File: src/design/wsd_pkg.sv
// Shared types and constants of the WebSocket frame deframer.
`timescale 1ns / 1ps
`default_nettype none

package wsd_pkg;

    localparam int BYTE_W   = 8;
    localparam int OPCODE_W = 4;
    localparam int LEN_W    = 16;
    localparam int KEY_W    = 32;

    localparam logic [OPCODE_W-1:0] OPCODE_RESET = 4'h1;
    localparam logic [6:0]          LEN_CODE_16  = 7'd126;
    localparam logic [6:0]          LEN_CODE_64  = 7'd127;

    typedef enum logic [2:0] {
        PH_HDR0    = 3'd0,
        PH_HDR1    = 3'd1,
        PH_EXT     = 3'd2,
        PH_MASK    = 3'd3,
        PH_PAYLOAD = 3'd4,
        PH_DROP    = 3'd5
    } phase_t;

    typedef struct packed {
        logic              valid;
        logic [BYTE_W-1:0] data;
        logic              last;
        logic              empty;
    } result_t;

endpackage

`default_nettype wire

File: src/design/wsd_parse.sv
// Header parser and payload unmasker: frame state plus one byte of work per step.
`timescale 1ns / 1ps
`default_nettype none

module wsd_parse
    import wsd_pkg::*;
(
    input  wire logic                aclk,
    input  wire logic                aresetn,
    input  wire logic                step,
    input  wire logic [BYTE_W-1:0]   rx_byte,
    input  wire logic                chunk_end,
    input  wire logic [OPCODE_W-1:0] accepted_opcode,
    output result_t                  result
);

    phase_t              phase_reg, phase_next;
    logic                accepted_reg, accepted_next;
    logic                mask_reg, mask_next;
    logic [LEN_W-1:0]    remaining_reg, remaining_next;
    logic [1:0]          hdr_cnt_reg, hdr_cnt_next;
    logic [KEY_W-1:0]    key_reg, key_next;
    logic [1:0]          key_idx_reg, key_idx_next;

    // next state
    always_comb begin
        logic [6:0] len7;
        len7           = rx_byte[6:0];
        phase_next     = phase_reg;
        accepted_next  = accepted_reg;
        mask_next      = mask_reg;
        remaining_next = remaining_reg;
        hdr_cnt_next   = hdr_cnt_reg;
        key_next       = key_reg;
        key_idx_next   = key_idx_reg;
        case (phase_reg)
            PH_HDR0: begin
                key_next       = '0;
                key_idx_next   = '0;
                hdr_cnt_next   = '0;
                remaining_next = '0;
                mask_next      = 1'b0;
                if (rx_byte[OPCODE_W-1:0] == accepted_opcode) begin
                    accepted_next = 1'b1;
                    phase_next    = PH_HDR1;
                end else begin
                    accepted_next = 1'b0;
                    phase_next    = PH_DROP;
                end
            end
            PH_HDR1: begin
                mask_next = rx_byte[7];
                if (len7 == LEN_CODE_64) begin
                    accepted_next = 1'b0;
                    phase_next    = PH_DROP;
                end else if (len7 == LEN_CODE_16) begin
                    phase_next     = PH_EXT;
                    hdr_cnt_next   = '0;
                    remaining_next = '0;
                end else begin
                    remaining_next = {{(LEN_W-7){1'b0}}, len7};
                    if (rx_byte[7]) begin
                        phase_next   = PH_MASK;
                        hdr_cnt_next = '0;
                    end else if (len7 == 7'd0) begin
                        phase_next    = PH_DROP;
                        accepted_next = 1'b0;
                    end else begin
                        phase_next = PH_PAYLOAD;
                    end
                end
            end
            PH_EXT: begin
                remaining_next = {remaining_reg[LEN_W-BYTE_W-1:0], rx_byte};
                if (hdr_cnt_reg != 2'd0) begin
                    if (mask_reg) begin
                        phase_next   = PH_MASK;
                        hdr_cnt_next = '0;
                    end else if (remaining_next == '0) begin
                        phase_next    = PH_DROP;
                        accepted_next = 1'b0;
                    end else begin
                        phase_next = PH_PAYLOAD;
                    end
                end else begin
                    hdr_cnt_next = 2'd1;
                end
            end
            PH_MASK: begin
                // key bytes arrive lowest lane first
                key_next[{hdr_cnt_reg, 3'b000} +: BYTE_W] = rx_byte;
                if (hdr_cnt_reg == 2'd3) begin
                    if (remaining_reg == '0) begin
                        phase_next    = PH_DROP;
                        accepted_next = 1'b0;
                    end else begin
                        phase_next = PH_PAYLOAD;
                    end
                end else begin
                    hdr_cnt_next = hdr_cnt_reg + 2'd1;
                end
            end
            PH_PAYLOAD: begin
                key_idx_next   = key_idx_reg + 2'd1;
                remaining_next = remaining_reg - 1'b1;
                if (remaining_next == '0) begin
                    phase_next    = PH_DROP;
                    accepted_next = 1'b0;
                end
            end
            default: begin
            end
        endcase
        // chunk end closes the frame whatever is left of it
        if (chunk_end) begin
            phase_next    = PH_HDR0;
            accepted_next = 1'b0;
        end
    end

    // result
    always_comb begin
        logic [6:0]        len7;
        logic [LEN_W-1:0]  ext_len;
        logic [BYTE_W-1:0] key_byte;
        logic              open_frame;
        len7         = rx_byte[6:0];
        ext_len      = {remaining_reg[LEN_W-BYTE_W-1:0], rx_byte};
        key_byte     = mask_reg ? key_reg[{key_idx_reg, 3'b000} +: BYTE_W] : '0;
        result       = '0;
        open_frame   = 1'b0;
        case (phase_reg)
            PH_HDR0: begin
                open_frame = 1'b0;
            end
            PH_HDR1: begin
                if (len7 != LEN_CODE_64 && len7 != LEN_CODE_16 && !rx_byte[7]
                        && len7 == 7'd0) begin
                    result.valid = 1'b1;
                    result.last  = 1'b1;
                    result.empty = 1'b1;
                end
                open_frame = accepted_reg && len7 != LEN_CODE_64;
            end
            PH_EXT: begin
                if (hdr_cnt_reg != 2'd0 && !mask_reg && ext_len == '0) begin
                    result.valid = 1'b1;
                    result.last  = 1'b1;
                    result.empty = 1'b1;
                end
                open_frame = accepted_reg;
            end
            PH_MASK: begin
                if (hdr_cnt_reg == 2'd3 && remaining_reg == '0) begin
                    result.valid = 1'b1;
                    result.last  = 1'b1;
                    result.empty = 1'b1;
                end
                open_frame = accepted_reg;
            end
            PH_PAYLOAD: begin
                result.valid = 1'b1;
                result.data  = rx_byte ^ key_byte;
                result.last  = (remaining_reg == {{(LEN_W-1){1'b0}}, 1'b1}) || chunk_end;
                open_frame   = accepted_reg;
            end
            default: begin
                open_frame = 1'b0;
            end
        endcase
        // header cut short by the chunk end: report an empty message
        if (chunk_end && !result.valid && open_frame) begin
            result.valid = 1'b1;
            result.last  = 1'b1;
            result.empty = 1'b1;
        end
        if (!step) begin
            result.valid = 1'b0;
        end
    end

    always_ff @(posedge aclk) begin
        if (!aresetn) begin
            phase_reg     <= PH_HDR0;
            accepted_reg  <= 1'b0;
            mask_reg      <= 1'b0;
            remaining_reg <= '0;
            hdr_cnt_reg   <= '0;
            key_reg       <= '0;
            key_idx_reg   <= '0;
        end else if (step) begin
            phase_reg     <= phase_next;
            accepted_reg  <= accepted_next;
            mask_reg      <= mask_next;
            remaining_reg <= remaining_next;
            hdr_cnt_reg   <= hdr_cnt_next;
            key_reg       <= key_next;
            key_idx_reg   <= key_idx_next;
        end
    end

endmodule

`default_nettype wire

File: src/design/websocket_frame_deframer.sv
// WebSocket frame deframer top level: input register, parser, result register.
// An accepted byte passes through the input register and the parser into the result register, which drives m_*.
// Throughput: one byte per cycle while m_tready is high.
// A stalled result holds in the output register while the input register still fills.
// Reset (aresetn low, synchronous) empties both registers, returns the parser to the
// first header byte and sets the accepted opcode to 1.
`timescale 1ns / 1ps
`default_nettype none

module websocket_frame_deframer
    import wsd_pkg::*;
(
    input  wire logic                aclk,
    input  wire logic                aresetn,
    input  wire logic                s_tvalid,
    output logic                     s_tready,
    input  wire logic [7:0]          s_tdata,   // [7:0] rx_byte
    input  wire logic                s_tlast,   // chunk_end
    output logic                     m_tvalid,
    input  wire logic                m_tready,
    output logic [7:0]               m_tdata,   // [7:0] payload_byte
    output logic                     m_tlast,   // last_byte
    output logic                     m_tuser,   // [0] empty_message
    input  wire logic                cfg_valid,
    output logic                     cfg_ready,
    input  wire logic [OPCODE_W-1:0] cfg_data
);

    logic                in_valid_reg;
    logic [BYTE_W-1:0]   in_byte_reg;
    logic                in_end_reg;
    logic [OPCODE_W-1:0] opcode_reg;
    logic                out_valid_reg;
    logic [BYTE_W-1:0]   out_data_reg;
    logic                out_last_reg;
    logic                out_empty_reg;
    logic                advance;
    result_t             result;

    // the held request moves on once the output register can take a result
    assign advance   = in_valid_reg && (!out_valid_reg || m_tready);
    assign s_tready  = !in_valid_reg || advance;
    assign cfg_ready = 1'b1;

    always_ff @(posedge aclk) begin
        if (!aresetn) begin
            opcode_reg <= OPCODE_RESET;
        end else if (cfg_valid) begin
            opcode_reg <= cfg_data;
        end
    end

    always_ff @(posedge aclk) begin
        if (!aresetn) begin
            in_valid_reg <= 1'b0;
        end else if (s_tready) begin
            in_valid_reg <= s_tvalid;
        end
    end

    always_ff @(posedge aclk) begin
        if (s_tready && s_tvalid) begin
            in_byte_reg <= s_tdata;
            in_end_reg  <= s_tlast;
        end
    end

    wsd_parse u_parse (
        .aclk            (aclk),
        .aresetn         (aresetn),
        .step            (advance),
        .rx_byte         (in_byte_reg),
        .chunk_end       (in_end_reg),
        .accepted_opcode (opcode_reg),
        .result          (result)
    );

    always_ff @(posedge aclk) begin
        if (!aresetn) begin
            out_valid_reg <= 1'b0;
        end else if (!out_valid_reg || m_tready) begin
            out_valid_reg <= result.valid;
        end
    end

    always_ff @(posedge aclk) begin
        if (result.valid && (!out_valid_reg || m_tready)) begin
            out_data_reg  <= result.data;
            out_last_reg  <= result.last;
            out_empty_reg <= result.empty;
        end
    end

    assign m_tvalid = out_valid_reg;
    assign m_tdata  = out_data_reg;
    assign m_tlast  = out_last_reg;
    assign m_tuser  = out_empty_reg;

endmodule

`default_nettype wire

File: config.mk
export PLATFORM = sky130hd
export DESIGN_NAME = websocket_frame_deframer
export DESIGN_NICKNAME = d
export VERILOG_FILES = /design/src/design/wsd_pkg.sv /design/src/design/wsd_parse.sv /design/src/design/websocket_frame_deframer.sv
export SDC_FILE = /design/constraint.sdc
export NUM_CORES = 1
export LEC_CHECK = 0
export BUFFER_PORTS_ARGS = -buffer_cell sky130_fd_sc_hd__buf_2
export CAP_MARGIN = 30
export CORE_MARGIN = 2
export CORE_UTILIZATION = 53
export DETAILED_ROUTE_END_ITERATION = 10
export GPL_TIMING_DRIVEN = 0
export HOLD_SLACK_MARGIN = 0.1
export PLACE_DENSITY_LB_ADDON = 0.2
export SLEW_MARGIN = 40
export SYNTH_ARGS = -nofsm -noshare
export SYNTH_HDL_FRONTEND = slang
export SYNTH_HIERARCHICAL = 1
export SYNTH_SLANG_ARGS = --single-unit
File: constraint.sdc
create_clock -name aclk -period 6.32 [get_ports aclk]
set_input_delay 0.316 -clock aclk [delete_from_list [all_inputs] [get_ports aclk]]
set_output_delay 0.316 -clock aclk [all_outputs]
set_load 0.02 [all_outputs]
== Word level (Yosys, flattened, before mapping) ==
Index checks and enable logic that the tools add are counted.

* Bits in registers: 82

* Equal/unequal tests: 24
* Add/sub/neg operators: 4
* Shift-type cells: 3
* Muxes and demuxes: 53
* Reduce and logical (&&, ||, !) cells: 40
* Bitwise logic cells: 1

{| class="wikitable"
|+ Operators by type and width
! cell !! number
|-
| one-hot mux 16 bit (4 select lines) || 1
|-
| one-hot mux 32 bit (2 select lines) || 1
|-
| zero test 16 bit || 3
|-
| bitwise mux 32 bit || 1
|-
| variable shift 8 x 7 -> 32 bit (first input constant) || 1
|-
| indexed part select 32 x 6 -> 8 bit || 1
|-
| indexed part select 8 x 7 -> 32 bit || 1
|-
| two-way mux 3 bit || 9
|-
| != test 3 x 2 -> 1 bit (second input constant) || 7
|-
| two-way mux 1 bit || 20
|-
| two-way mux 2 bit || 9
|-
| == test 16 x 1 -> 1 bit (second input constant) || 1
|-
| two-way mux 16 bit || 1
|-
| subtractor 16 x 1 -> 16 bit (second input constant) || 1
|-
| one-hot mux 3 bit (5 select lines) || 1
|-
| == test 7 bit (second input constant) || 2
|-
| != test 7 bit (second input constant) || 2
|-
| logical AND 1 bit || 12
|-
| AND reduction 11 bit || 1
|-
| two-way mux 8 bit || 1
|-
| != test 4 x 3 -> 1 bit (second input constant) || 2
|-
| one-hot mux 1 bit (4 select lines) || 2
|-
| one-hot mux 2 bit (4 select lines) || 1
|-
| nonzero test 2 bit || 4
|-
| 27 further kinds || 40
|}

== Depth between registers and ports, before layout ==
* Depth after elaboration: 12
* Depth in mapped cells: 9

== Hierarchy ==
Netlist, hierarchy kept.

{| class="wikitable"
|+ Modules (own cells, without submodules)
! module !! instances !! seq. area each (µm²) !! area an instance (µm²) !! cells an instance
|-
| wsd_parse || 1 || 1141.1 || 3742.3 || 451
|-
| websocket_frame_deframer || 1 || 690.7 || 827.0 || 44
|}

== Worst setup path after synthesis ==
OpenSTA, ideal clock, no wires.

* Kind: register to register
* From: reg u_parse.remaining_reg[1]
* To: reg out_data_reg[0] (netlist: m_tdata[0]) (enable)
* Period minus slack after synthesis: 2.954 ns
* Cell stages (with the launch flop): 10
* Arrival: 2.577 ns
* Setup time: 0.377 ns
* Setup slack: 3.366 ns
* Cell sequence: dfxtp_1 clkbuf_1 inv_1 ha_1 nor3b_2 nand2_1 nor3_1 a311oi_1 a21boi_0 nor2b_1

{| class="wikitable"
|+ RTL lines
! item !! line !! text
|-
| start, declared || wsd_parse.sv:20 || <nowiki>logic [LEN_W-1:0] remaining_reg, remaining_next;</nowiki>
|-
| start signal, assigned || wsd_parse.sv:195 || <nowiki>remaining_reg <= remaining_next;</nowiki>
|-
| end signal, assigned || websocket_frame_deframer.sv:88 || <nowiki>out_data_reg <= result.data;</nowiki>
|-
| end, declared || websocket_frame_deframer.sv:34 || <nowiki>logic [BYTE_W-1:0] out_data_reg;</nowiki>
|}

==> results <==
- The run finished with clean final reports.
- For the worst setup path, the data arrival time is 3750 ps.
- The total overflow left after global routing is 0.
- Wires add up to 11.77 mm.
- The post-synth net total is 521.
- The most instantiated flip-flop cell in the synthesis netlist is sky130_fd_sc_hd__dfxtp_1.
- Global routing used 25.62% of the available tracks across all layers.
- The register with the most flip-flops in the layout has 32 of them.
- The initial antenna violation count is 0.
- The data required time at the worst endpoint is 6330 ps.
- The worst path in the final design needs a cycle of 3743 ps, including I/O delays and setup.
- Of the total synthesized cell area, the portion taken by XOR and XNOR cells is 4.600%.
- The number of buffers added on ports is 28.
- The total standard cell area after synthesis is 4569 um^2.
- The average wire per cell in the routed design is 18.25 um.
- The CTS tree is built.
- In this run the power spent charging and discharging nets is 0.3203 mW.
- The share of final-layout standard cells stronger than drive strength 1 is 13.52%.
- The clock passes through at most 2 buffers.
- Static timing analysis puts the maximum clock frequency at 0.2672 GHz.
- The number of cell rows is 33.
- The highest ir drop seen on vdd is 0.0001460 V.
- The combinational family with the most area after synthesis is simple AND/OR/NAND/NOR gates.
- Detailed placement ended at an HPWL of 8.203 mm.
- The worst setup path is of the reg -> reg kind.
- The synthesized design contains 82 register bits.
- The count of nets after finishing is 561.
- Power spread over the standard cell area amounts to 211.8 nW/um^2.
- Fill cells in the final layout number 736.
- For the pin with the worst max-slew slack, the measured transition is 834.1 ps.
- The headroom to the max-slew limit is 44.02%.
- Post-CTS repair changed the size of 0 cells.
- The floorplan step set the die height to 96.85 um.
- The via count of the first global-routing pass is 3749.
- The cell internal power dissipation is 0.7550 mW.
- The largest net degree at the start of global routing is 16.
- The min-delay analysis places its worst path in the category in -> reg.
- For this run, design rule violations remaining after detail routing come to 0.
- Across all layers, the routed design uses 4023 vias.
- The first global-routing pass estimated 19.24 mm of wire.
- The analysis attributes to cell leakage a power of 1.803 nW.
- The clock power share is 32.9%.
- The buffers inserted during post-CTS setup optimization is 0.
- The setup total negative slack is 0 ps.
- The area used by sequential logic in the layout is 1832 um^2.
- The die outline width is 96.85 um.
- Clock tree synthesis selected as its root buffer the cell sky130_fd_sc_hd__clkbuf_8.
- The boundary pin count is 31.
- After technology mapping, the gate count stands at 495.
- Clock skew on the completed layout was measured at 10.63 ps.
- The kind of end point of the critical path is a flip-flop.
- The number of failing hold endpoints at the final stage was 0.
- The number of pins exceeding their max-slew limit in the final report is 0.
- The share of the Yosys chip area taken by registers is 40.09%.
- From synthesis to final layout, the design area changed by 11.12%.
- Of the available clock period, the critical path in the final layout requires 59.23%.
- Summing the areas of all compound-gate instances in the mapped netlist gives 19.88% of the synthesized area.
- The H-tree depth is 3.
- The max-capacitance violation count is 0.
- The count of hold buffers inserted by post-cts repair is 0.
- The number of routed nets with antenna violations is 0.
- The CTS buffer count is 9.
- Once the floorplan was initialized, standard cells occupied 55.06% of the core.
- The synthesized-area fraction occupied by and/or/nand/nor cells is 23.27%.
- After Yosys synthesis, full adders, half adders and majority gates account for 2.191% of the synthesized area.
- The first detailed-routing pass ran for 5 iterations.
- Routability-driven placement finished with a final weighted congestion of 0.9329.
- For this block, the initial DRC count from the detailed router was 345.
- For this run, the number of Yosys warnings is 6.
- The largest fanout of any net on the critical path is 10.
- The relative contribution of combinational cells to total power is 15.5%.
- The mux contribution to synthesized area is 5.504%.
- In the final layout, the multi-input gates occupy 2590 um^2.
- At the later pin of the worst-skew pair, clock insertion delay measures 370 ps.
- The core region area is 8299 um^2.
- The count of cells in the finished layout, fillers not included, comes to 645.
- Setup repair after global routing left no endpoint under its margin.
- The sequential fraction of design power is 51.7%.
- The post-placement cell count is 628.
- In this run, distinct cell masters in the synthesized netlist total 67.
- The average instance area after synthesis is 9.231 um^2.
- The sink count of the clock tree is 82.
- The die covers 9380 um^2.
- The number of flops mapped to enable cells by yosys is 19.
- The worst setup path is launched from a flip-flop.
- Clock-pin slew was measured on the worst setup and hold paths at 90 ps.
- The number of vias per cell after detailed routing is 6.237.
- The number of setup violations in the final report is 0.
- The number of antenna cells inserted is 0.
- The async set-reset flop share out of synthesis is 0%.
- Net switching is 29.79% of the power.
- Summing internal, switching and leakage power gives 1.075 mW.
[power by group through the flow]
stage	clock [mW]	sequential [mW]	combinational [mW]
final	0.353	0.555	0.166
after global routing	0.384	0.557	0.182
after CTS	0.361	0.555	0.161
after detailed placement	0	0.567	0.160
after global placement	0	0.567	0.157
after floorplan	0	0.567	0.116
[layout by cell type, fill, tap and decap left out, types with 5 or more instances in the layout]
cell type and instances:
sky130_fd_sc_hd__dfxtp_1 63, sky130_fd_sc_hd__nor2b_1 53, sky130_fd_sc_hd__a22oi_1 45, sky130_fd_sc_hd__nand2_1 40, sky130_fd_sc_hd__nor2_1 35, sky130_fd_sc_hd__clkbuf_1 33
sky130_fd_sc_hd__buf_2 29, sky130_fd_sc_hd__edfxtp_1 19, sky130_fd_sc_hd__o21ai_0 16, sky130_fd_sc_hd__xor2_1 12, sky130_fd_sc_hd__xnor2_1 12, sky130_fd_sc_hd__clkbuf_8 9
sky130_fd_sc_hd__inv_1 9, sky130_fd_sc_hd__nand3_1 9, sky130_fd_sc_hd__mux4_2 8, sky130_fd_sc_hd__nor3_1 8, sky130_fd_sc_hd__a21oi_1 8, sky130_fd_sc_hd__ha_1 8
sky130_fd_sc_hd__and2_1 7, sky130_fd_sc_hd__nor4_1 7, sky130_fd_sc_hd__nand4_1 7, sky130_fd_sc_hd__mux2i_1 6, sky130_fd_sc_hd__and3_1 6, sky130_fd_sc_hd__o2bb2ai_1 5
[critical path: stages, from the launching register on]
cell and delay, ps:
sky130_fd_sc_hd__dfxtp_1 310, sky130_fd_sc_hd__clkbuf_1 200, sky130_fd_sc_hd__inv_1 120, sky130_fd_sc_hd__ha_1 310, sky130_fd_sc_hd__nor3b_2 710, sky130_fd_sc_hd__nand2_1 240
sky130_fd_sc_hd__nor3_1 300, sky130_fd_sc_hd__a311oi_1 240, sky130_fd_sc_hd__a21boi_0 370, sky130_fd_sc_hd__nor2b_2 560
[Yosys cell counts (2+ instances only)]
library cell	n	share of area, %
sky130_fd_sc_hd__a311oi_1	2	0.38
sky130_fd_sc_hd__nand4_1	7	0.96
sky130_fd_sc_hd__nor4_1	8	1.1
sky130_fd_sc_hd__xor2_1	12	2.3
sky130_fd_sc_hd__a2bb2oi_1	3	0.58
sky130_fd_sc_hd__o21ai_0	16	1.8
sky130_fd_sc_hd__mux4_2	8	3.9
sky130_fd_sc_hd__a21oi_1	8	0.88
sky130_fd_sc_hd__mux2i_1	6	1.3
sky130_fd_sc_hd__nand2_1	40	3.3
sky130_fd_sc_hd__nand4b_1	3	0.58
sky130_fd_sc_hd__nor2b_1	54	7.4
sky130_fd_sc_hd__edfxtp_1	19	12
sky130_fd_sc_hd__xnor2_1	12	2.3
sky130_fd_sc_hd__o21a_1	2	0.33
sky130_fd_sc_hd__clkbuf_1	32	2.6
sky130_fd_sc_hd__nand3b_1	2	0.33
sky130_fd_sc_hd__o21ai_1	5	0.55
sky130_fd_sc_hd__nor2_1	35	2.9
sky130_fd_sc_hd__and2_1	7	0.96
sky130_fd_sc_hd__and3_1	6	0.82
sky130_fd_sc_hd__buf_4	2	0.33
sky130_fd_sc_hd__or4_1	2	0.33
sky130_fd_sc_hd__a21o_1	2	0.33
sky130_fd_sc_hd__o31ai_1	2	0.33
sky130_fd_sc_hd__inv_1	9	0.74
sky130_fd_sc_hd__dfxtp_1	63	28
sky130_fd_sc_hd__nand2b_1	4	0.55
sky130_fd_sc_hd__ha_1	8	2.2
sky130_fd_sc_hd__nand3_1	9	0.99
sky130_fd_sc_hd__nor3_1	11	1.2
sky130_fd_sc_hd__a21boi_0	4	0.66
sky130_fd_sc_hd__o2111ai_1	4	0.77
sky130_fd_sc_hd__o22ai_1	2	0.27
sky130_fd_sc_hd__a22o_1	2	0.38
sky130_fd_sc_hd__a32o_1	2	0.44
sky130_fd_sc_hd__o2bb2ai_1	5	0.96
sky130_fd_sc_hd__a22oi_1	45	7.4
sky130_fd_sc_hd__buf_1	4	0.33
[per-layer routing]
metal	vias up	track usage, %	share of wire [%]
met5	-	0	0
met4	0	9.751	2.5
met3	27	5.636	7.1
met2	187	38.94	45
met1	1917	35.77	45
li1	1892	-	-
[metrics by stage]
stage	util, %	hold slack [ps]	worst slack [ps]	cell area (um^2)
5_1_grt	61.18	104.1	2213	5077
6_report	61.18	117.8	2577	5077
3_3_place_gp	58.33	492.8	2314	4841
2_1_floorplan	-	377.9	3366	4569
4_1_cts	60.76	106.5	2592	5042
3_5_place_dp	58.66	494.1	2596	4868
[final cells by class]
class | count | share of cell area, %
tap | 105 | 2.587
clock inverter | 6 | 0.9118
timing repair buffer | 29 | 2.957
clock buffer | 10 | 2.514
buffer | 40 | 3.277
inverter | 9 | 0.6654
multi-input combinational | 364 | 51.01
sequential | 82 | 36.08
[path summary, 6_finish.rpt]
path                                         startpoint                         end  slack (ps)  cells after the start
hold reg to reg              opcode_reg[0]$_SDFFE_PN1P_  opcode_reg[0]$_SDFFE_PN1P_         520                      2
setup / recovery  u_parse/remaining_reg[1]$_SDFFE_PN0P_        m_tdata[7]$_DFFE_PP_        2580                      9
setup reg to reg  u_parse/remaining_reg[1]$_SDFFE_PN0P_        m_tdata[7]$_DFFE_PP_        2580                      9
hold / removal                               s_tdata[6]    in_byte_reg[6]$_DFFE_PP_         120                      1
[cells by family (layout without fill, tap and decap cells)]
kind of cell,Yosys count,count (layout)
muxes,15,15
DFF,82,82
buffers and inverters,49,94
xor gates and xnor gates,24,24
adders and majority gates,8,8
other,1,1
AOI/OAI and AO/OA,119,119
and+or+nand+nor,197,197
(Power assumes the default switching activity.)
